File: src/evseq_pkg.sv
// ----------------------------------------------------------------------------
// EV DC charge session sequencer package
// Phase and event codes, request and result payload types.
// ----------------------------------------------------------------------------
package evseq_pkg;

    typedef enum logic [3:0] {
        PH_IDLE       = 4'd0,
        PH_PLUG_IN    = 4'd1,
        PH_HANDSHAKE  = 4'd2,
        PH_LOCK       = 4'd3,
        PH_INSULATION = 4'd4,
        PH_TRANSFER   = 4'd5,
        PH_WINDDOWN   = 4'd6,
        PH_INHIBITED  = 4'd7,
        PH_ERROR      = 4'd8
    } phase_t;

    localparam logic [3:0] EV_PLUG_IN     = 4'd0;
    localparam logic [3:0] EV_PLUG_OUT    = 4'd1;
    localparam logic [3:0] EV_BMS_UPDATE  = 4'd2;
    localparam logic [3:0] EV_IN1_ON      = 4'd3;
    localparam logic [3:0] EV_IN1_OFF     = 4'd4;
    localparam logic [3:0] EV_IN2_ON      = 4'd5;
    localparam logic [3:0] EV_CAPS        = 4'd6;
    localparam logic [3:0] EV_STATUS      = 4'd7;
    localparam logic [3:0] EV_INHIBIT_ON  = 4'd8;
    localparam logic [3:0] EV_INHIBIT_OFF = 4'd9;

    typedef struct packed {
        logic [3:0] opcode;
        logic       battery_full;
        logic       voltage_sufficient;
        logic       params_complete;
        logic       station_error;
        logic       lock_engaged;
    } req_t;

    typedef struct packed {
        logic start_session;
        logic stop_messages;
        logic shutdown;
        logic go_ahead;
        logic reset_session;
        logic out1_off;
        logic close_contactors;
        logic recalc_current;
        logic recalc_time;
        logic ramp_down;
    } action_t;

    typedef struct packed {
        logic [3:0] phase;
        logic       invalid_event;
        logic       start_session;
        logic       stop_messages;
        logic       shutdown;
        logic       go_ahead;
        logic       reset_session;
        logic       out1_off;
        logic       close_contactors;
        logic       recalc_current;
        logic       recalc_time;
        logic       ramp_down;
    } rsp_t;

endpackage

File: src/evseq_req_if.sv
// ----------------------------------------------------------------------------
// EV DC charge session sequencer request channel
// Valid/ready channel carrying one event with its condition flags.
// ----------------------------------------------------------------------------
interface evseq_req_if;
    logic              valid;
    logic              ready;
    evseq_pkg::req_t   payload;

    modport source (output valid, output payload, input ready);
    modport sink (input valid, input payload, output ready);
endinterface

File: src/evseq_rsp_if.sv
// ----------------------------------------------------------------------------
// EV DC charge session sequencer result channel
// Valid/ready channel carrying the new phase and the action pulses.
// ----------------------------------------------------------------------------
interface evseq_rsp_if;
    logic              valid;
    logic              ready;
    evseq_pkg::rsp_t   payload;

    modport source (output valid, output payload, input ready);
    modport sink (input valid, input payload, output ready);
endinterface

File: src/ev_dc_charge_session_sequencer_unit.sv
// ----------------------------------------------------------------------------
// EV DC charge session sequencer
// Vehicle-side charge phase sequencer: one event request in, one result out.
// ----------------------------------------------------------------------------
// Usage:
//   req carries one event code with the battery manager and station flags.
//   rsp returns the phase after that event, an invalid-event flag and the
//   action pulses it causes; every request gives exactly one result.
//   A request is taken into an input register, decoded against the current
//   phase and written to a result register that drives rsp. One request is
//   accepted every cycle while results are taken; the phase decode between
//   the input register and the result register is combinational.
//   When rsp stalls, the result register holds, the input register fills
//   behind it, and req.ready drops until the result is taken.
//   Reset empties both registers and returns the phase to idle.
// ----------------------------------------------------------------------------
module ev_dc_charge_session_sequencer_unit
(
    input  logic         clk,
    input  logic         rst_n,
    evseq_req_if.sink    req,
    evseq_rsp_if.source  rsp
);

    logic               in_valid_reg;
    evseq_pkg::req_t    in_data_reg;
    logic               out_valid_reg;
    evseq_pkg::rsp_t    out_data_reg;
    evseq_pkg::phase_t  phase_reg;
    evseq_pkg::phase_t  phase_next;
    logic               bad;
    evseq_pkg::action_t act;
    evseq_pkg::rsp_t    rsp_next;
    logic               out_load;

    assign out_load  = in_valid_reg && (!out_valid_reg || rsp.ready);
    assign req.ready = !in_valid_reg || out_load;

    // next phase and invalid-event decode
    always_comb
    begin
        phase_next = phase_reg;
        bad        = 1'b0;
        case (phase_reg)
            evseq_pkg::PH_IDLE:
            begin
                case (in_data_reg.opcode)
                    evseq_pkg::EV_PLUG_IN:    phase_next = evseq_pkg::PH_PLUG_IN;
                    evseq_pkg::EV_BMS_UPDATE:
                    begin
                        if (in_data_reg.battery_full)
                        begin
                            phase_next = evseq_pkg::PH_INHIBITED;
                        end
                    end
                    evseq_pkg::EV_INHIBIT_ON: phase_next = evseq_pkg::PH_INHIBITED;
                    default:                  bad = 1'b1;
                endcase
            end
            evseq_pkg::PH_PLUG_IN:
            begin
                case (in_data_reg.opcode)
                    evseq_pkg::EV_BMS_UPDATE:
                    begin
                        if (in_data_reg.battery_full)
                        begin
                            phase_next = evseq_pkg::PH_INHIBITED;
                        end
                    end
                    evseq_pkg::EV_IN1_ON:     phase_next = evseq_pkg::PH_HANDSHAKE;
                    evseq_pkg::EV_PLUG_OUT:   phase_next = evseq_pkg::PH_IDLE;
                    evseq_pkg::EV_INHIBIT_ON: phase_next = evseq_pkg::PH_INHIBITED;
                    default:                  bad = 1'b1;
                endcase
            end
            evseq_pkg::PH_HANDSHAKE:
            begin
                case (in_data_reg.opcode)
                    evseq_pkg::EV_IN1_OFF:    phase_next = evseq_pkg::PH_PLUG_IN;
                    evseq_pkg::EV_BMS_UPDATE:
                    begin
                        if (in_data_reg.battery_full)
                        begin
                            phase_next = evseq_pkg::PH_INHIBITED;
                        end
                    end
                    evseq_pkg::EV_CAPS:
                    begin
                        if (!in_data_reg.voltage_sufficient)
                        begin
                            phase_next = evseq_pkg::PH_ERROR;
                        end
                        else if (in_data_reg.params_complete)
                        begin
                            phase_next = evseq_pkg::PH_LOCK;
                        end
                    end
                    evseq_pkg::EV_STATUS:
                    begin
                        if (in_data_reg.station_error)
                        begin
                            phase_next = evseq_pkg::PH_ERROR;
                        end
                        else if (in_data_reg.params_complete)
                        begin
                            phase_next = evseq_pkg::PH_LOCK;
                        end
                    end
                    evseq_pkg::EV_PLUG_OUT:   phase_next = evseq_pkg::PH_IDLE;
                    evseq_pkg::EV_INHIBIT_ON: phase_next = evseq_pkg::PH_INHIBITED;
                    default:                  bad = 1'b1;
                endcase
            end
            evseq_pkg::PH_LOCK:
            begin
                case (in_data_reg.opcode)
                    evseq_pkg::EV_IN1_OFF:    phase_next = evseq_pkg::PH_PLUG_IN;
                    evseq_pkg::EV_BMS_UPDATE:
                    begin
                        if (in_data_reg.battery_full)
                        begin
                            phase_next = evseq_pkg::PH_INHIBITED;
                        end
                    end
                    evseq_pkg::EV_CAPS:       phase_next = phase_reg;
                    evseq_pkg::EV_STATUS:
                    begin
                        if (in_data_reg.station_error)
                        begin
                            phase_next = evseq_pkg::PH_ERROR;
                        end
                        else if (in_data_reg.lock_engaged)
                        begin
                            phase_next = evseq_pkg::PH_INSULATION;
                        end
                    end
                    evseq_pkg::EV_PLUG_OUT:   phase_next = evseq_pkg::PH_IDLE;
                    evseq_pkg::EV_INHIBIT_ON: phase_next = evseq_pkg::PH_INHIBITED;
                    default:                  bad = 1'b1;
                endcase
            end
            evseq_pkg::PH_INSULATION:
            begin
                case (in_data_reg.opcode)
                    evseq_pkg::EV_IN1_OFF:    phase_next = evseq_pkg::PH_PLUG_IN;
                    evseq_pkg::EV_BMS_UPDATE:
                    begin
                        if (in_data_reg.battery_full)
                        begin
                            phase_next = evseq_pkg::PH_INHIBITED;
                        end
                    end
                    evseq_pkg::EV_IN2_ON:     phase_next = evseq_pkg::PH_TRANSFER;
                    evseq_pkg::EV_PLUG_OUT:   phase_next = evseq_pkg::PH_IDLE;
                    evseq_pkg::EV_INHIBIT_ON: phase_next = evseq_pkg::PH_INHIBITED;
                    default:                  bad = 1'b1;
                endcase
            end
            evseq_pkg::PH_TRANSFER:
            begin
                case (in_data_reg.opcode)
                    evseq_pkg::EV_BMS_UPDATE:
                    begin
                        if (in_data_reg.battery_full)
                        begin
                            phase_next = evseq_pkg::PH_WINDDOWN;
                        end
                    end
                    evseq_pkg::EV_PLUG_OUT:   phase_next = evseq_pkg::PH_IDLE;
                    evseq_pkg::EV_CAPS:       phase_next = phase_reg;
                    evseq_pkg::EV_STATUS:
                    begin
                        if (in_data_reg.station_error)
                        begin
                            phase_next = evseq_pkg::PH_ERROR;
                        end
                    end
                    evseq_pkg::EV_INHIBIT_ON: phase_next = evseq_pkg::PH_INHIBITED;
                    default:                  bad = 1'b1;
                endcase
            end
            evseq_pkg::PH_WINDDOWN:
            begin
                if (!(in_data_reg.opcode inside {evseq_pkg::EV_BMS_UPDATE, evseq_pkg::EV_CAPS,
                                                 evseq_pkg::EV_STATUS, evseq_pkg::EV_PLUG_OUT,
                                                 evseq_pkg::EV_INHIBIT_ON}))
                begin
                    bad = 1'b1;
                end
            end
            evseq_pkg::PH_INHIBITED:
            begin
                if (!(in_data_reg.opcode inside {evseq_pkg::EV_BMS_UPDATE,
                                                 evseq_pkg::EV_INHIBIT_OFF}))
                begin
                    bad = 1'b1;
                end
            end
            evseq_pkg::PH_ERROR:
            begin
                case (in_data_reg.opcode)
                    evseq_pkg::EV_BMS_UPDATE: phase_next = phase_reg;
                    evseq_pkg::EV_PLUG_OUT:   phase_next = evseq_pkg::PH_IDLE;
                    default:                  bad = 1'b1;
                endcase
            end
            default:
            begin
                bad = 1'b1;
            end
        endcase
    end

    // action pulses
    always_comb
    begin
        act = '0;
        case (phase_reg)
            evseq_pkg::PH_PLUG_IN:
            begin
                case (in_data_reg.opcode)
                    evseq_pkg::EV_IN1_ON:   act.start_session = 1'b1;
                    evseq_pkg::EV_PLUG_OUT: act.reset_session = 1'b1;
                    default:                act = '0;
                endcase
            end
            evseq_pkg::PH_HANDSHAKE:
            begin
                case (in_data_reg.opcode)
                    evseq_pkg::EV_IN1_OFF:    act.shutdown = 1'b1;
                    evseq_pkg::EV_BMS_UPDATE: act.shutdown = in_data_reg.battery_full;
                    evseq_pkg::EV_CAPS:
                    begin
                        act.shutdown = !in_data_reg.voltage_sufficient;
                        act.go_ahead = in_data_reg.voltage_sufficient &&
                                       in_data_reg.params_complete;
                    end
                    evseq_pkg::EV_STATUS:
                    begin
                        act.stop_messages = in_data_reg.station_error;
                        act.go_ahead      = !in_data_reg.station_error &&
                                            in_data_reg.params_complete;
                    end
                    evseq_pkg::EV_PLUG_OUT:   act.reset_session = 1'b1;
                    default:                  act = '0;
                endcase
            end
            evseq_pkg::PH_LOCK:
            begin
                case (in_data_reg.opcode)
                    evseq_pkg::EV_IN1_OFF:    act.shutdown = 1'b1;
                    evseq_pkg::EV_BMS_UPDATE: act.shutdown = in_data_reg.battery_full;
                    evseq_pkg::EV_STATUS:     act.stop_messages = in_data_reg.station_error;
                    evseq_pkg::EV_PLUG_OUT:
                    begin
                        act.shutdown      = 1'b1;
                        act.reset_session = 1'b1;
                    end
                    evseq_pkg::EV_INHIBIT_ON: act.out1_off = 1'b1;
                    default:                  act = '0;
                endcase
            end
            evseq_pkg::PH_INSULATION:
            begin
                case (in_data_reg.opcode)
                    evseq_pkg::EV_IN1_OFF:    act.shutdown = 1'b1;
                    evseq_pkg::EV_BMS_UPDATE: act.shutdown = in_data_reg.battery_full;
                    evseq_pkg::EV_IN2_ON:     act.close_contactors = 1'b1;
                    evseq_pkg::EV_PLUG_OUT:   act.reset_session = 1'b1;
                    default:                  act = '0;
                endcase
            end
            evseq_pkg::PH_TRANSFER:
            begin
                case (in_data_reg.opcode)
                    evseq_pkg::EV_BMS_UPDATE:
                    begin
                        act.shutdown       = in_data_reg.battery_full;
                        act.recalc_current = !in_data_reg.battery_full;
                    end
                    evseq_pkg::EV_PLUG_OUT:   act.reset_session = 1'b1;
                    evseq_pkg::EV_CAPS:
                    begin
                        act.recalc_current = 1'b1;
                        act.recalc_time    = 1'b1;
                    end
                    evseq_pkg::EV_STATUS:     act.stop_messages = in_data_reg.station_error;
                    default:                  act = '0;
                endcase
            end
            evseq_pkg::PH_WINDDOWN:
            begin
                act.ramp_down = in_data_reg.opcode inside {evseq_pkg::EV_BMS_UPDATE,
                                                           evseq_pkg::EV_CAPS,
                                                           evseq_pkg::EV_STATUS};
            end
            evseq_pkg::PH_ERROR:
            begin
                act.reset_session = (in_data_reg.opcode == evseq_pkg::EV_PLUG_OUT);
            end
            default:
            begin
                act = '0;
            end
        endcase
    end

    always_comb
    begin
        rsp_next.phase            = phase_next;
        rsp_next.invalid_event    = bad;
        rsp_next.start_session    = act.start_session;
        rsp_next.stop_messages    = act.stop_messages;
        rsp_next.shutdown         = act.shutdown;
        rsp_next.go_ahead         = act.go_ahead;
        rsp_next.reset_session    = act.reset_session;
        rsp_next.out1_off         = act.out1_off;
        rsp_next.close_contactors = act.close_contactors;
        rsp_next.recalc_current   = act.recalc_current;
        rsp_next.recalc_time      = act.recalc_time;
        rsp_next.ramp_down        = act.ramp_down;
    end

    always_ff @(posedge clk or negedge rst_n)
    begin
        if (!rst_n)
        begin
            in_valid_reg  <= 1'b0;
            out_valid_reg <= 1'b0;
            phase_reg     <= evseq_pkg::PH_IDLE;
        end
        else
        begin
            if (req.ready)
            begin
                in_valid_reg <= req.valid;
            end
            if (out_load)
            begin
                out_valid_reg <= 1'b1;
                phase_reg     <= phase_next;
            end
            else if (rsp.ready)
            begin
                out_valid_reg <= 1'b0;
            end
        end
    end

    always_ff @(posedge clk)
    begin
        if (req.ready && req.valid)
        begin
            in_data_reg <= req.payload;
        end
        if (out_load)
        begin
            out_data_reg <= rsp_next;
        end
    end

    assign rsp.valid   = out_valid_reg;
    assign rsp.payload = out_data_reg;

endmodule
File: src/flat_wrapper.sv
// flat-port wrapper written by rule: the top's interface ports become plain ports
module ev_dc_charge_session_sequencer_unit_flat 
  (clk, rst_n, req_valid, req_payload, req_ready, rsp_valid, rsp_payload, rsp_ready);
  evseq_req_if req_i ();
  evseq_rsp_if rsp_i ();
  input  logic clk;
  input  logic rst_n;
  input wire logic [$bits(req_i.valid)-1:0] req_valid;
  input wire logic [$bits(req_i.payload)-1:0] req_payload;
  output wire logic [$bits(req_i.ready)-1:0] req_ready;
  output wire logic [$bits(rsp_i.valid)-1:0] rsp_valid;
  output wire logic [$bits(rsp_i.payload)-1:0] rsp_payload;
  input wire logic [$bits(rsp_i.ready)-1:0] rsp_ready;
  assign req_i.valid = req_valid;
  assign req_i.payload = req_payload;
  assign req_ready = req_i.ready;
  assign rsp_valid = rsp_i.valid;
  assign rsp_payload = rsp_i.payload;
  assign rsp_i.ready = rsp_ready;
  ev_dc_charge_session_sequencer_unit u_core (.clk(clk), .rst_n(rst_n), .req(req_i), .rsp(rsp_i));
endmodule
File: config.mk
export PLATFORM = sky130hd
export DESIGN_NAME = ev_dc_charge_session_sequencer_unit_flat
export DESIGN_NICKNAME = d
export VERILOG_FILES = /design/src/evseq_pkg.sv /design/src/evseq_req_if.sv /design/src/evseq_rsp_if.sv /design/src/ev_dc_charge_session_sequencer_unit.sv /design/src/flat_wrapper.sv
export SDC_FILE = /design/constraint.sdc
export NUM_CORES = 1
export LEC_CHECK = 0
export ABC_AREA = 1
export BUFFER_PORTS_ARGS = -buffer_cell sky130_fd_sc_hd__buf_2
export CORE_MARGIN = 4
export CORE_UTILIZATION = 56
export CTS_BUF_LIST = sky130_fd_sc_hd__clkbuf_2
export DETAILED_ROUTE_END_ITERATION = 8
export GPL_TIMING_DRIVEN = 0
export PLACE_DENSITY = 0.79
export SYNTH_ARGS = -nofsm -noshare
export SYNTH_HDL_FRONTEND = slang
export SYNTH_SLANG_ARGS = --single-unit
File: constraint.sdc
create_clock -name clk -period 2.1 [get_ports clk]
set_clock_uncertainty 0.15 [all_clocks]
set_input_delay 0.315 -clock clk [delete_from_list [all_inputs] [get_ports clk]]
set_output_delay 0.315 -clock clk [all_outputs]
set_load 0.005 [all_outputs]
==> flow_metrics.tcl, run 1 <==
set metrics [dict create \
    status "finished clean" \
    port_buffers 29 \
    fin_cells 341 \
    drc 0 \
    setup_ws_ns 0.08063 \
    clockBufferDepth 2 \
    initial_utilization_pct 58.81 \
    crit_fanout 8 \
    viasPerCell 5.408 \
    nFillCells 251 \
    io_pins 30 \
    grt_pass1_vias 1653 \
    avgSynthCellArea_um2 7.481 \
    start_kind "flop" \
    yosysSeqAreaShare_pct 48.50 \
    cts_buffers 5 \
    multi_input_area_um2 852.1 \
    powerDensity_mw_per_mm2 819.3 \
    dr.first_iter.drc_count 138 \
    setup_tns_ns 0 \
    grt_pass1_wl_mm 7.693 \
    period_needed_ns 2.019 \
    nNetsFinal 309 \
    rows 20 \
    ant_nets 0 \
    slowest_stage "edfxtp_1" \
    grt_max_degree 21 \
    grt_usage_pct 24.36 \
    max_freq_ghz 0.4952 \
    final_common_cell "nand2_1" \
    ir_drop_mv 0.3983 \
    fin_crit_sh_pct 96.16 \
    cts_tree "done" \
    synth.area.top_cells "edfxtp_1 (40%), nand2_1 (17%), dfrtp_1 (8.4%)" \
    dr.pass1.iters 4 \
    dp_slack_ns 0.07422 \
    yosysWarnings 0 \
    largest_reg_flops 15 \
    crit_arrival_ns 2.01 \
    dp_hpwl_mm 3.327 \
    yosys.area.top_type "edfxtp_1" \
    cp_cell_sequence "buf_4, nor2_2, nand2_2, nor2_1, a21oi_1, o311ai_0" \
    p_leak_nw 1.096 \
    syn_inst 240 \
    relSlewSlack_pct 55.26 \
    drv_cap 0 \
    most-common-layout-cells "nand2_1 (79), buf_2 (31), nor2_1 (27), inv_1 (26), edfxtp_1 (24)" \
    htree_levels 2 \
    clkSlewWorstSetupHoldPaths_ns 0.14 \
    die_height_um 64.63 \
    diodes 0 \
    netlist_area_mm2 0.001795 \
    ctsRootBufferMaster "clkbuf_2" \
    yosysTopAreaCellShare_pct 40.14 \
    finalHoldViolCount 0 \
    finalSetupViolCount 0 \
    hold_class "primary input to flop" \
    maxSlewViolCount 0 \
    reg2regPathDepth 6 \
    dp.cells 313 \
    gp_congestion 0.9368 \
    vias 1844 \
    crit_required_ns 2.09 \
    die_w_um 64.63 \
    area_growth_pct 25.51 \
    cts_num_sinks 30 \
    hold_depth 3 \
    clk-insertion-delay-late_ns 0.36 \
    synth_seq_cells 30 \
    core-area_mm2 0.003053 \
    die-area_mm2 0.004176 \
    crit_path_end_kind "flop" \
    slowest_delay_ns 0.51 \
    routedWlPerCell_um 13.79 \
    worst_slew_pin_slew_ns 0.6703 \
    syn_nets 253 \
    grt_overflow 0 \
    critPathKind "flop to flop" \
    antenna_found_initial 0 \
    p_total_mw 1.846 \
    fin_util_pct 73.81 \
    routed_wl_mm 4.701 \
    drive_gt1_share_pct 23.91 \
    synth_cell_type_count 27 \
    ff_latch_area_um2 872.1 \
]
area by class of cell:
class,count,share of cell area (%)
buffer,2,0.4442
clock buffer,7,1.555
clock inverter,1,0.1666
inverter,28,4.664
multi-input combinational,180,37.81
sequential,30,38.70
tap,44,2.443
timing repair buffer,49,14.21
path summary, 6_finish.rpt:
path	end	startpoint	slack [ns]
worst min register to register	u_core.rsp.valid	u_core.rsp.valid	0.40
min in group asynchronous	u_core.phase_reg[3]	rst_n	0.14
max in group asynchronous	u_core.phase_reg[3]	rst_n	1.50
worst max-delay path	u_core.rsp.payload[7]	u_core.in_data_reg[8]	0.08
worst min-delay path	u_core.in_valid_reg	req_valid	0.02
worst max register to register	u_core.rsp.payload[7]	u_core.in_data_reg[8]	0.08
where the power goes:
group	total [mW]	leakage (nW)	switching, mW	internal (mW)
combinational	0.758	0.754	0.493	0.264
sequential	0.816	0.312	0.0539	0.762
clock	0.272	0.0306	0.183	0.0890
total	1.85	1.10	0.730	1.12
critical path, delay by kind of cell (launching register included):
family                 cells  cell delay [ns]
AO/OA/AOI/OAI              2             0.43
flip-flops                 1             0.51
buffers and inverters      1             0.18
AND/OR/NAND/NOR            3             0.52
stage by stage:
| stage | hold slack, ns | area [um2] |
|---|---|---|
| final | 0.02098 | 2253 |
| after global routing | 0.02118 | 2253 |
| after CTS | 0.01303 | 2135 |
| after detailed placement | -0.0001187 | 1996 |
| after global placement | -0.00005806 | 1996 |
| after floorplan | -0.1306 | 1795 |
cell families (layout without fill, tap and decap cells):
family | count (synthesis) | count (layout) | share of synthesized area, %
compound gates | 35 | 35 | 11.29
simple gates | 145 | 145 | 33.80
flops | 30 | 30 | 48.50
buf+inv | 30 | 87 | 6.411
synthesized netlist by cell type:
| cell type | n |
|---|---|
| nand4_1 | 1 |
| nand3_2 | 2 |
| nand3b_1 | 1 |
| dfrtp_1 | 6 |
| nor2_2 | 1 |
| a21oi_1 | 11 |
| o311ai_0 | 1 |
| a31oi_1 | 1 |
| nand2_2 | 2 |
| nand3_1 | 14 |
| o221ai_1 | 1 |
| nor2_4 | 1 |
| nor2_1 | 37 |
| o21a_1 | 1 |
| inv_1 | 28 |
| edfxtp_1 | 24 |
| o22ai_1 | 2 |
| o21ai_0 | 13 |
| nor4_1 | 1 |
| buf_2 | 2 |
| o211ai_1 | 3 |
| o31ai_1 | 1 |
| nor3_1 | 1 |
| nor4b_1 | 1 |
| o2111ai_1 | 1 |
| or2_0 | 1 |
| nand2_1 | 82 |
what timing repair did:
item                                    4_1_cts  5_1_grt
gates resized for setup                       0       20
hold buffers                                 10        0
endpoints found under the setup margin        0       10
endpoints found under the hold margin        15        0
buffers inserted                              0       10
per-layer routing:
layer | track usage (%) | part of all wire [%] | wire (um) | up-vias
met5 | 0 | 0 | 0 | -
met4 | 11.35 | 3.9 | 184 | 0
met3 | 6.932 | 8.7 | 409 | 26
met2 | 37.11 | 46 | 2154 | 109
met1 | 32.06 | 42 | 1951 | 807
li1 | - | - | - | 902
Power figures use the tool's default switching activity.
==> run 2: changes to the inputs <==
CORE_MARGIN = 8   (was 4)
CORE_UTILIZATION = 30   (was 56)
PLACE_DENSITY = unset   (was 0.79)
==> run 2 against run 1 <==
Worst hold slack gained 0.037 ns. Routed wire length grew 5.3%. Setup slack gained 0.047 ns. Die area grew 110%. Total power grew 1.7%. Sequential share of layout area shrank 0.48 points. Register-to-register slack gained 0.05 ns. Cell count grew 8.2%. Global-route usage shrank 13 points. Via count shrank 2.0%. Non-clock buffer count shrank 3. Cell area grew 1.4%.
==> flow_metrics.tcl, run 2 (synthesis gave the netlist of run 1 again) <==
set metrics [dict create \
    diodes 0 \
    critPathKind "flop to flop" \
    clockPowerShare_pct 15.5 \
    p_switching_mw 0.7500 \
    core-area_mm2 0.005851 \
    p_leak_nw 1.086 \
    setup_tns_ns 0 \
    ant_nets 0 \
    cts_num_sinks 30 \
    post-route-cell-area_mm2 0.002285 \
    most-common-layout-cells "nand2_1 (81), buf_2 (31), nor2_1 (28), inv_1 (27), edfxtp_1 (24)" \
    powerDensity_mw_per_mm2 822.0 \
    htree_levels 2 \
    nFillCells 605 \
    crit_required_ns 2.06 \
    cts_tree "done" \
    setup_ws_ns 0.1281 \
    p_int_mw 1.128 \
    dp_hpwl_mm 3.843 \
    die_w_um 93.36 \
    start_kind "flop" \
    hold_class "primary input to flop" \
    grt_usage_pct 11.61 \
    routedWlPerCell_um 13.41 \
    clkSlewWorstSetupHoldPaths_ns 0.14 \
    grt_pass1_vias 1712 \
    viasPerCell 4.900 \
    ctsRootBufferMaster "clkbuf_2" \
    maxSlewViolCount 0 \
    finalHoldViolCount 0 \
    nNetsFinal 306 \
    grt_max_degree 21 \
    gp_congestion 0.9072 \
    placedInstanceArea_mm2 0.002034 \
    die-area_mm2 0.008716 \
    antenna_found_initial 0 \
    p_total_mw 1.878 \
    status "finished clean" \
    final_common_cell "nand2_1" \
    dr.pass1.iters 4 \
    grt_overflow 0 \
    vias 1808 \
    drc 0 \
    period_needed_ns 1.972 \
    port_buffers 29 \
    dp_slack_ns 0.03165 \
    relSlewSlack_pct 53.29 \
    dr.first_iter.drc_count 116 \
    cts_buffers 5 \
    largest_reg_flops 15 \
    clockBufferDepth 2 \
    seq_power_share_pct 43.1 \
    crit_path_end_kind "flop" \
    fin_util_pct 39.05 \
    switching_share_pct 39.93 \
    routed_wl_mm 4.948 \
    crit_arrival_ns 1.93 \
    clk-insertion-delay-late_ns 0.36 \
    initial_utilization_pct 30.69 \
    area_growth_pct 27.25 \
    rsz0062_at_grt "true" \
    finalSetupViolCount 0 \
    max_freq_ghz 0.5071 \
    die_height_um 93.36 \
    drive_gt1_share_pct 21.77 \
    worst_slew_pin_slew_ns 0.6999 \
    drv_cap 0 \
    p_comb_share_pct 41.4 \
    fin_crit_sh_pct 93.90 \
    ir_drop_mv 0.2948 \
    rows 28 \
    io_pins 30 \
    crit_fanout 5 \
    grt_pass1_wl_mm 8.086 \
]
-- run 2: changes by cell type in the layout (fill, tap and decap cells not counted), sizes merged --
| cell | before | now |
|---|---|---|
| buf | 41 | 37 |
| clkbuf | 7 | 8 |
| clkinv | 1 | 0 |
| dlygate4sd3 | 10 | 11 |
-- run 2: final timing paths --
kind                                       start                     end  slack [ns]  depth (start not counted)
hold / removal                         rsp_ready        u_core.rsp.valid        0.06                          4
setup / recovery           u_core.in_data_reg[8]  u_core.rsp.payload[13]        0.13                         10
setup reg to reg           u_core.in_data_reg[8]  u_core.rsp.payload[13]        0.13                         10
min in group asynchronous                  rst_n     u_core.in_valid_reg        0.14                          2
hold reg to reg                 u_core.rsp.valid        u_core.rsp.valid        0.40                          2
max in group asynchronous                  rst_n     u_core.phase_reg[3]        1.51                          2
-- run 2: critical path: stages (launching register included) --
cell      delay [ns]
edfxtp_1        0.45
inv_1           0.16
nand2_1         0.13
nor2_2          0.20
nor2_1          0.08
nand2_1         0.14
nand2_1         0.07
nand2_1         0.05
o21ai_0         0.09
nor2_1          0.11
nand3_1         0.11
-- run 2: per-layer routing --
metal / global-route usage [%] / wire (um) / up-vias
met5: 0 / 0 / -
met1: 14.03 / 2157 / 797
met4: 4.027 / 125 / 0
li1: - / - / 909
met3: 3.926 / 478 / 16
met2: 18.74 / 2186 / 86
-- run 2: per-stage QoR --
| step | hold WS (ns) | cells |
|---|---|---|
| 2_1_floorplan | -0.1306 | 240 |
| 3_3_place_gp | 0.00003914 | 344 |
| 3_5_place_dp | 0.0007940 | 344 |
| 4_1_cts | 0.04333 | 363 |
| 5_1_grt | 0.05977 | 369 |
| 6_report | 0.05823 | 369 |
-- run 2: power by group through the flow --
stage	Clock (mW)	Sequential, mW	Combinational (mW)
floorplan	0	0.823	0.482
global placement	0	0.822	0.707
detailed placement	0	0.823	0.704
CTS	0.307	0.809	0.722
global route	0.324	0.820	0.888
finish	0.292	0.809	0.778
-- run 2: area by class of cell --
cell class | instances | area (um2) | share of cell area [%]
buffer | 2 | 10.01 | 0.4381
clock buffer | 8 | 40.04 | 1.752
inverter | 28 | 105.1 | 4.600
multi-input combinational | 180 | 849.6 | 37.19
sequential | 30 | 873.3 | 38.23
tap | 75 | 93.84 | 4.107
timing repair buffer | 46 | 312.8 | 13.69
-- run 2: what timing repair did --
item / CTS / global route
endpoints found under the setup margin: 0 / 11
hold buffers: 11 / 0
resized for setup: 0 / 18
endpoints found under the hold margin: 16 / 0
buffers inserted: 0 / 6
